### src/hw/rtl/ffua_pkg.sv
// shared types and constants of the first-fit unit allocator
// no dependencies
package ffua_pkg;

    localparam int POOL_UNITS_DEF = 128;
    localparam int SIZE_W         = 8;
    localparam int START_W        = 7;
    localparam int LEN_W          = 8;

    typedef enum logic [0:0] {
        OP_REQUEST = 1'b0,
        OP_RELEASE = 1'b1
    } t_op;

    typedef struct packed {
        t_op                operation;
        logic [SIZE_W-1:0]  request_size;
        logic [START_W-1:0] release_start;
    } t_in;

    typedef struct packed {
        logic [START_W-1:0] granted_start;
        logic               success;
    } t_out;

endpackage

### src/hw/rtl/ffua_run_unit.sv
// free-run counter and compare unit, used one bitmap sample per cycle while i_en is high
// depends on ffua_pkg
module ffua_run_unit
    import ffua_pkg::*;
#(
    parameter int POOL_UNITS = POOL_UNITS_DEF
) (
    input  logic                          i_clk,
    input  logic                          i_rst_n,
    input  logic                          i_clr,
    input  logic                          i_en,
    input  logic                          i_busy,
    input  logic [LEN_W-1:0]              i_want,
    input  logic [$clog2(POOL_UNITS)-1:0] i_addr,
    output logic                          o_hit,
    output logic [$clog2(POOL_UNITS)-1:0] o_start
);

    localparam int AW  = $clog2(POOL_UNITS);
    localparam int CW  = $clog2(POOL_UNITS + 1);
    localparam int SW  = (CW > LEN_W) ? CW : LEN_W;

    logic [LEN_W-1:0] r_run;
    logic [LEN_W-1:0] n_inc;
    logic [SW-1:0]    start_wide;

    assign n_inc = r_run + LEN_W'(1);

    always_ff @(posedge i_clk) begin
        if (!i_rst_n || i_clr) begin
            r_run <= '0;
        end else if (i_en) begin
            r_run <= i_busy ? '0 : n_inc;
        end
    end

    // run ends at i_addr, so it began want-1 units earlier
    assign start_wide = SW'(i_addr) + SW'(1) - SW'(i_want);
    assign o_start    = AW'(start_wide);
    assign o_hit      = i_en && !i_busy && (n_inc == i_want);

endmodule

### src/hw/rtl/first_fit_unit_allocator.sv
// first-fit allocator: sequencer, busy bitmap and run-length table
// depends on ffua_pkg and ffua_run_unit
//
//  channel | valid       | ready       | payload
//  --------+-------------+-------------+------------------
//  input   | i_in_valid  | o_in_ready  | i_in_data  (t_in)
//  output  | o_out_valid | i_out_ready | o_out_data (t_out)
//
// request: accept, bitmap scan (one unit a cycle through the single bitmap read port),
//   marking of request_size units, result
// release: accept, table read, freeing up to the run length of units (or to the top of the pool), result
// bad size or bad start: accept, then result
// after reset a clearing pass over all POOL_UNITS units runs with o_in_ready low
// a waiting result does not block the next input beat; the block holds in its
//   result state only when the output register is still full
module first_fit_unit_allocator
    import ffua_pkg::*;
#(
    parameter int POOL_UNITS = POOL_UNITS_DEF
) (
    input  logic i_clk,
    input  logic i_rst_n,
    input  logic i_in_valid,
    output logic o_in_ready,
    input  t_in  i_in_data,
    output logic o_out_valid,
    input  logic i_out_ready,
    output t_out o_out_data
);

    localparam int AW = $clog2(POOL_UNITS);
    localparam int CW = $clog2(POOL_UNITS + 1);
    localparam int SW = (CW > LEN_W) ? CW : LEN_W;
    localparam logic [AW-1:0] LAST = AW'(POOL_UNITS - 1);

    typedef enum logic [2:0] {
        S_CLEAR,
        S_IDLE,
        S_SCAN,
        S_MARK,
        S_REL_LEN,
        S_REL_FREE,
        S_RESP
    } t_state;

    t_state           r_state;
    logic [AW-1:0]    r_wr_addr;
    logic [AW-1:0]    r_rd_addr;
    logic [AW-1:0]    r_start;
    logic [AW-1:0]    r_chk_addr;
    logic             r_chk_vld;
    logic             r_busy_q;
    logic [LEN_W-1:0] r_len_q;
    logic [LEN_W-1:0] r_left;
    logic [LEN_W-1:0] r_want;
    t_out             r_res;
    logic             r_out_valid;
    t_out             r_out_data;

    logic             r_busy_mem [POOL_UNITS];
    logic [LEN_W-1:0] r_len_mem  [POOL_UNITS];

    logic             in_fire;
    logic             out_fire;
    logic             res_load;
    logic             size_ok;
    logic             rel_ok;
    logic [AW-1:0]    rel_addr;
    logic             busy_we;
    logic             busy_wd;
    logic             len_we;
    logic [AW-1:0]    len_wa;
    logic [LEN_W-1:0] len_wd;
    logic             run_hit;
    logic [AW-1:0]    run_start;

    assign o_in_ready  = (r_state == S_IDLE);
    assign o_out_valid = r_out_valid;
    assign o_out_data  = r_out_data;
    assign in_fire     = i_in_valid && o_in_ready;
    assign out_fire    = r_out_valid && i_out_ready;
    assign res_load    = (r_state == S_RESP) && (!r_out_valid || i_out_ready);

    assign size_ok  = (i_in_data.request_size != '0) &&
                      (SW'(i_in_data.request_size) <= SW'(POOL_UNITS));
    assign rel_ok   = SW'(i_in_data.release_start) < SW'(POOL_UNITS);
    assign rel_addr = AW'(i_in_data.release_start);

    ffua_run_unit #(
        .POOL_UNITS (POOL_UNITS)
    ) u_run (
        .i_clk   (i_clk),
        .i_rst_n (i_rst_n),
        .i_clr   (r_state != S_SCAN),
        .i_en    (r_chk_vld && (r_state == S_SCAN)),
        .i_busy  (r_busy_q),
        .i_want  (r_want),
        .i_addr  (r_chk_addr),
        .o_hit   (run_hit),
        .o_start (run_start)
    );

    // write port selection for both memories
    always_comb begin
        busy_we = 1'b0;
        busy_wd = 1'b0;
        len_we  = 1'b0;
        len_wa  = r_wr_addr;
        len_wd  = '0;
        unique case (r_state)
            S_CLEAR: begin
                busy_we = 1'b1;
                len_we  = 1'b1;
            end
            S_SCAN: begin
                if (run_hit) begin
                    len_we = 1'b1;
                    len_wa = run_start;
                    len_wd = r_want;
                end
            end
            S_MARK: begin
                busy_we = 1'b1;
                busy_wd = 1'b1;
            end
            S_REL_LEN: begin
                if (r_len_q != '0) begin
                    len_we = 1'b1;
                    len_wa = r_start;
                end
            end
            S_REL_FREE: begin
                busy_we = 1'b1;
            end
            S_IDLE, S_RESP: begin
            end
            default: begin
            end
        endcase
    end

    always_ff @(posedge i_clk) begin
        if (busy_we) begin
            r_busy_mem[r_wr_addr] <= busy_wd;
        end
        r_busy_q <= r_busy_mem[r_rd_addr];
    end

    // table read is only used after a release with an in-range start
    always_ff @(posedge i_clk) begin
        if (len_we) begin
            r_len_mem[len_wa] <= len_wd;
        end
        r_len_q <= r_len_mem[rel_addr];
    end

    always_ff @(posedge i_clk) begin
        if (!i_rst_n) begin
            r_state     <= S_CLEAR;
            r_wr_addr   <= '0;
            r_rd_addr   <= '0;
            r_chk_vld   <= 1'b0;
            r_out_valid <= 1'b0;
        end else begin
            r_chk_addr  <= r_rd_addr;
            r_chk_vld   <= (r_state == S_SCAN);
            // a new result loads, a stalled one stays, a taken one clears
            r_out_valid <= res_load || (r_out_valid && !i_out_ready);
            unique case (r_state)
                S_CLEAR: begin
                    r_wr_addr <= r_wr_addr + AW'(1);
                    if (r_wr_addr == LAST) begin
                        r_state <= S_IDLE;
                    end
                end
                S_IDLE: begin
                    if (in_fire) begin
                        r_want    <= i_in_data.request_size;
                        r_start   <= rel_addr;
                        r_rd_addr <= '0;
                        r_res     <= '{granted_start: '0, success: 1'b0};
                        if (i_in_data.operation == OP_REQUEST) begin
                            r_state <= size_ok ? S_SCAN : S_RESP;
                        end else begin
                            r_state <= rel_ok ? S_REL_LEN : S_RESP;
                        end
                    end
                end
                S_SCAN: begin
                    // read issue runs one unit ahead of the sample being checked
                    if (r_rd_addr != LAST) begin
                        r_rd_addr <= r_rd_addr + AW'(1);
                    end
                    if (run_hit) begin
                        r_start   <= run_start;
                        r_wr_addr <= run_start;
                        r_left    <= r_want;
                        r_state   <= S_MARK;
                    end else if (r_chk_vld && (r_chk_addr == LAST)) begin
                        r_state <= S_RESP;
                    end
                end
                S_MARK: begin
                    r_wr_addr <= r_wr_addr + AW'(1);
                    r_left    <= r_left - LEN_W'(1);
                    if (r_left == LEN_W'(1)) begin
                        r_res   <= '{granted_start: START_W'(r_start), success: 1'b1};
                        r_state <= S_RESP;
                    end
                end
                S_REL_LEN: begin
                    if (r_len_q == '0) begin
                        r_state <= S_RESP;
                    end else begin
                        r_left    <= r_len_q;
                        r_wr_addr <= r_start;
                        r_state   <= S_REL_FREE;
                    end
                end
                S_REL_FREE: begin
                    r_wr_addr <= r_wr_addr + AW'(1);
                    r_left    <= r_left - LEN_W'(1);
                    // stop at the run end or at the top of the pool
                    if ((r_left == LEN_W'(1)) || (r_wr_addr == LAST)) begin
                        r_res   <= '{granted_start: '0, success: 1'b1};
                        r_state <= S_RESP;
                    end
                end
                S_RESP: begin
                    if (res_load) begin
                        r_out_data <= r_res;
                        r_state    <= S_IDLE;
                    end
                end
                default: begin
                    r_state <= S_IDLE;
                end
            endcase
        end
    end

endmodule

### config.mk
export PLATFORM = sky130hd
export DESIGN_NAME = first_fit_unit_allocator
export DESIGN_NICKNAME = d
export VERILOG_FILES = /design/src/hw/rtl/ffua_pkg.sv /design/src/hw/rtl/ffua_run_unit.sv /design/src/hw/rtl/first_fit_unit_allocator.sv
export SDC_FILE = /design/constraint.sdc
export NUM_CORES = 1
export LEC_CHECK = 0
export BUFFER_PORTS_ARGS = -buffer_cell sky130_fd_sc_hd__buf_2
export CAP_MARGIN = 20
export CORE_ASPECT_RATIO = 2
export CORE_MARGIN = 5
export CORE_UTILIZATION = 57
export DETAILED_ROUTE_END_ITERATION = 12
export HOLD_SLACK_MARGIN = 0.02
export PLACE_DENSITY = 0.73
export SYNTH_ARGS = -nofsm -noshare
export SYNTH_HDL_FRONTEND = slang
export SYNTH_SLANG_ARGS = --single-unit
export TNS_END_PERCENT = 10
### constraint.sdc
create_clock -name i_clk -period 14.2 [get_ports i_clk]
set_clock_uncertainty 0.1 [all_clocks]
set_input_delay 1.42 -clock i_clk [delete_from_list [all_inputs] [get_ports i_clk]]
set_output_delay 1.42 -clock i_clk [all_outputs]
set_load 0.02 [all_outputs]
==> qor.txt <==
Status -> finished clean
Internal -> 5.658 mW
Global route hottest layer -> met2
Core Area -> 86720 um^2
Cells after synthesis -> 2460
Initial drt markers -> 3047
Final Cell Area -> 54470 um^2
DR vias/cell -> 6.445
Max-slew headroom -> 26.32%
Setup-failing EPs final -> 0
Switch Pwr -> 1.607 mW
Routed Antenna Nets -> 0
Setup_tns -> 0 ps
Initial Utilization -> 57.34%
Synth Warn # -> 0
CTS Hold Bufs -> 0
Synth unique cells -> 73
Sw frac -> 22.12%
Antenna violations before repair -> 0
First-pass GRT wire length -> 165.6 mm
Setup crit start kind -> flip-flop
Final Hold Vio Count -> 0
Number of synthesized register bits -> 1234
Post-synth top flop -> edfxtp_1
Pins Over Slew Limit -> 0
Chip Width -> 218.8 um
H-tree Lvls -> 3
Buffers on Ports -> 29
Worst Path Required -> 14400 ps
CP Data Arrival Time -> 5800 ps
Total track usage -> 24.32%
Net Count, Synth -> 2497
Most frequent cells in the layout -> edfxtp_1 (1198), mux4_2 (377), nor2_1 (302), clkbuf_16 (105), nand2_1 (60)
Area delta synth->final -> 9.547%
I/O pin total -> 30
MaxCap Viol Count -> 0
TritonCTS Buffers -> 100
EDFF count, synth -> 1198
Clk root buf -> clkbuf_16
Footprint of the multi-input gates -> 12440 um^2
Max Clk Rate -> 178.7 MHz
Met2 usage in global routing -> 44.98%
Commonest non-fill, non-tap cell in the layout -> edfxtp_1
Fin crit period -> 5596 ps
Via count -> 24040
1st-pass router iterations -> 6
Syn avg cell area -> 20.21 um^2
Post-DP HPWL -> 70.71 mm
Combinational Power Share -> 6.2%
Power share of the clock group -> 38.2%
PD cells -> 133.4 nW/um^2
Nets -> 2522
Max Fanout on Critical Path -> 20
Seq/Total Area, Yosys -> 73.80%
Vias in the first global route -> 25000
Tcrit/Tclk final -> 39.41%
Clk_lat worst skew -> 710 ps
Met3 usage -> 3.461%
Final WL -> 112.4 mm
Leak Pwr -> 13.75 nW
RePlAce Congestion -> 0.8687
Clk sinks -> 1234
Hold WC Path Type -> reg -> reg
Worst setup path class -> reg -> reg
Synthesized cell area -> 49720 um^2
VDD IR max -> 0.1135 mV
CTS tree -> yes
Global route overflow -> 0
Largest net degree at the start of global routing -> 129
Final hold slack -> 325.1 ps
M1 GR Usage -> 28.02%
Flop pwr share -> 55.6%
Die area -> 93600 um^2
Drt wl/cell -> 30.14 um
Clock-pin slew on the worst setup and hold paths -> 70 ps
Fillers -> 5721
RSZ-0062 raised after global routing -> no
Worst slew pin tran -> 1105 ps
Layout cell share with drive strength beyond 1 -> 25.20%
Post-CTS Resized -> 0
DP Area -> 51110 um^2
Post-layout util -> 62.81%
Std-Cell Rows -> 153
Number of remaining DRC errors -> 0
Register area -> 36700 um^2
CP Capture Type -> flip-flop
Synth async-reset ratio -> 0%
Total setup buffers inserted after CTS -> 0
Maximum root-to-sink buffer count -> 3
PnR Total Power -> 7.266 mW
Die height -> 427.7 um
[flip-flops by register name (all words and copies together), names as in the netlist]
register,cells
r_want,8
r_wr_addr,7
r_chk_addr,7
u_run.r_run,8
r_res,8
r_start,7
r_left,8
r_chk_vld,1
o_out_data,8
r_rd_addr,7
r_busy_mem,128
r_len_mem,1024
r_busy_q,1
o_out_valid,1
r_state,3
r_len_q,8
[through the flow]
stage	std cells	setup WS [ps]
after floorplan	2460	8321
after CTS	3725	8622
after detailed placement	3541	7859
after global routing	3729	8428
final	3730	8604
after global placement	3536	7963
[final timing paths]
path	from	to	slack, ps	depth (start not counted)
max	u_run.r_run[0]$_SDFFE_PP0N_	r_len_mem[125][0]$_DFFE_PP_	8600	9
min	r_res[1]$_DFFE_PP_	o_out_data[1]$_DFFE_PP_	330	0
max reg2reg	u_run.r_run[0]$_SDFFE_PP0N_	r_len_mem[125][0]$_DFFE_PP_	8600	9
min reg2reg	r_res[1]$_DFFE_PP_	o_out_data[1]$_DFFE_PP_	330	0
[cell usage after synthesis (all sizes together) (4+ instances only)]
cell,n,area share [%]
and3,10,0.13
or3b,6,0.11
nor2,324,2.5
nor3,9,0.091
a221o,4,0.081
nand3b,7,0.11
inv,21,0.16
nand4,9,0.11
a22oi,7,0.11
mux2,12,0.28
xor2,12,0.21
a211oi,6,0.12
a222oi,4,0.081
and2,7,0.088
o211a,4,0.081
nor4,8,0.10
dfxtp,36,1.4
buf,56,0.55
nand3,31,0.45
nor2b,9,0.11
xnor2,19,0.33
nand2b,9,0.11
o21ai,29,0.29
a21oi,36,0.39
mux4,377,17
edfxtp,1198,72
or3,4,0.060
mux2i,5,0.10
clkbuf,84,0.63
ha,16,0.40
nand2,60,0.45
[power by group through the flow]
stage	Sequential (mW)	Clock (mW)	Combinational, mW
6_report	4.04	2.78	0.451
5_1_grt	4.04	2.97	0.471
4_1_cts	4.04	2.81	0.450
3_5_place_dp	4.12	0	0.449
3_3_place_gp	4.11	0	0.441
2_1_floorplan	4.09	0	0.319
[per-layer routing]
metal,share of wire [%],wire length (um),vias up
met1,33,36950,12680
met3,5.9,6589,229
li1,-,-,10110
met2,56,63330,1027
met4,4.9,5563,0
met5,0,0,-
[layout make-up]
cell class | instances | share of cell area, %
antenna | 1 | 0.004594
clock buffer | 130 | 5.033
clock inverter | 54 | 0.9717
inverter | 22 | 0.1516
multi-input combinational | 1064 | 22.83
sequential | 1234 | 67.37
tap | 1162 | 2.669
timing repair buffer | 63 | 0.9671
[critical path: stages (launching register included)]
cell	delay (ps)
dfxtp_1	510
ha_1	370
nand3_2	170
or3_4	440
a2111oi_4	430
o211a_1	710
nand2_1	210
a21oi_2	330
nand3_2	770
nor2_1	1120
[kinds of logic (layout without fill, tap and decap cells)]
family,count (synthesis),after routing,synth area share [%]
compound gates,122,122,1.824
mux,394,394,17.46
other cells,0,1,0
simple gates,500,500,4.582
fa+ha+maj,17,17,0.4429
buf+inv,162,269,1.349
flops,1234,1234,73.80
xor+xnor,31,31,0.5460
No activity file was read; power rests on OpenSTA's default activity.
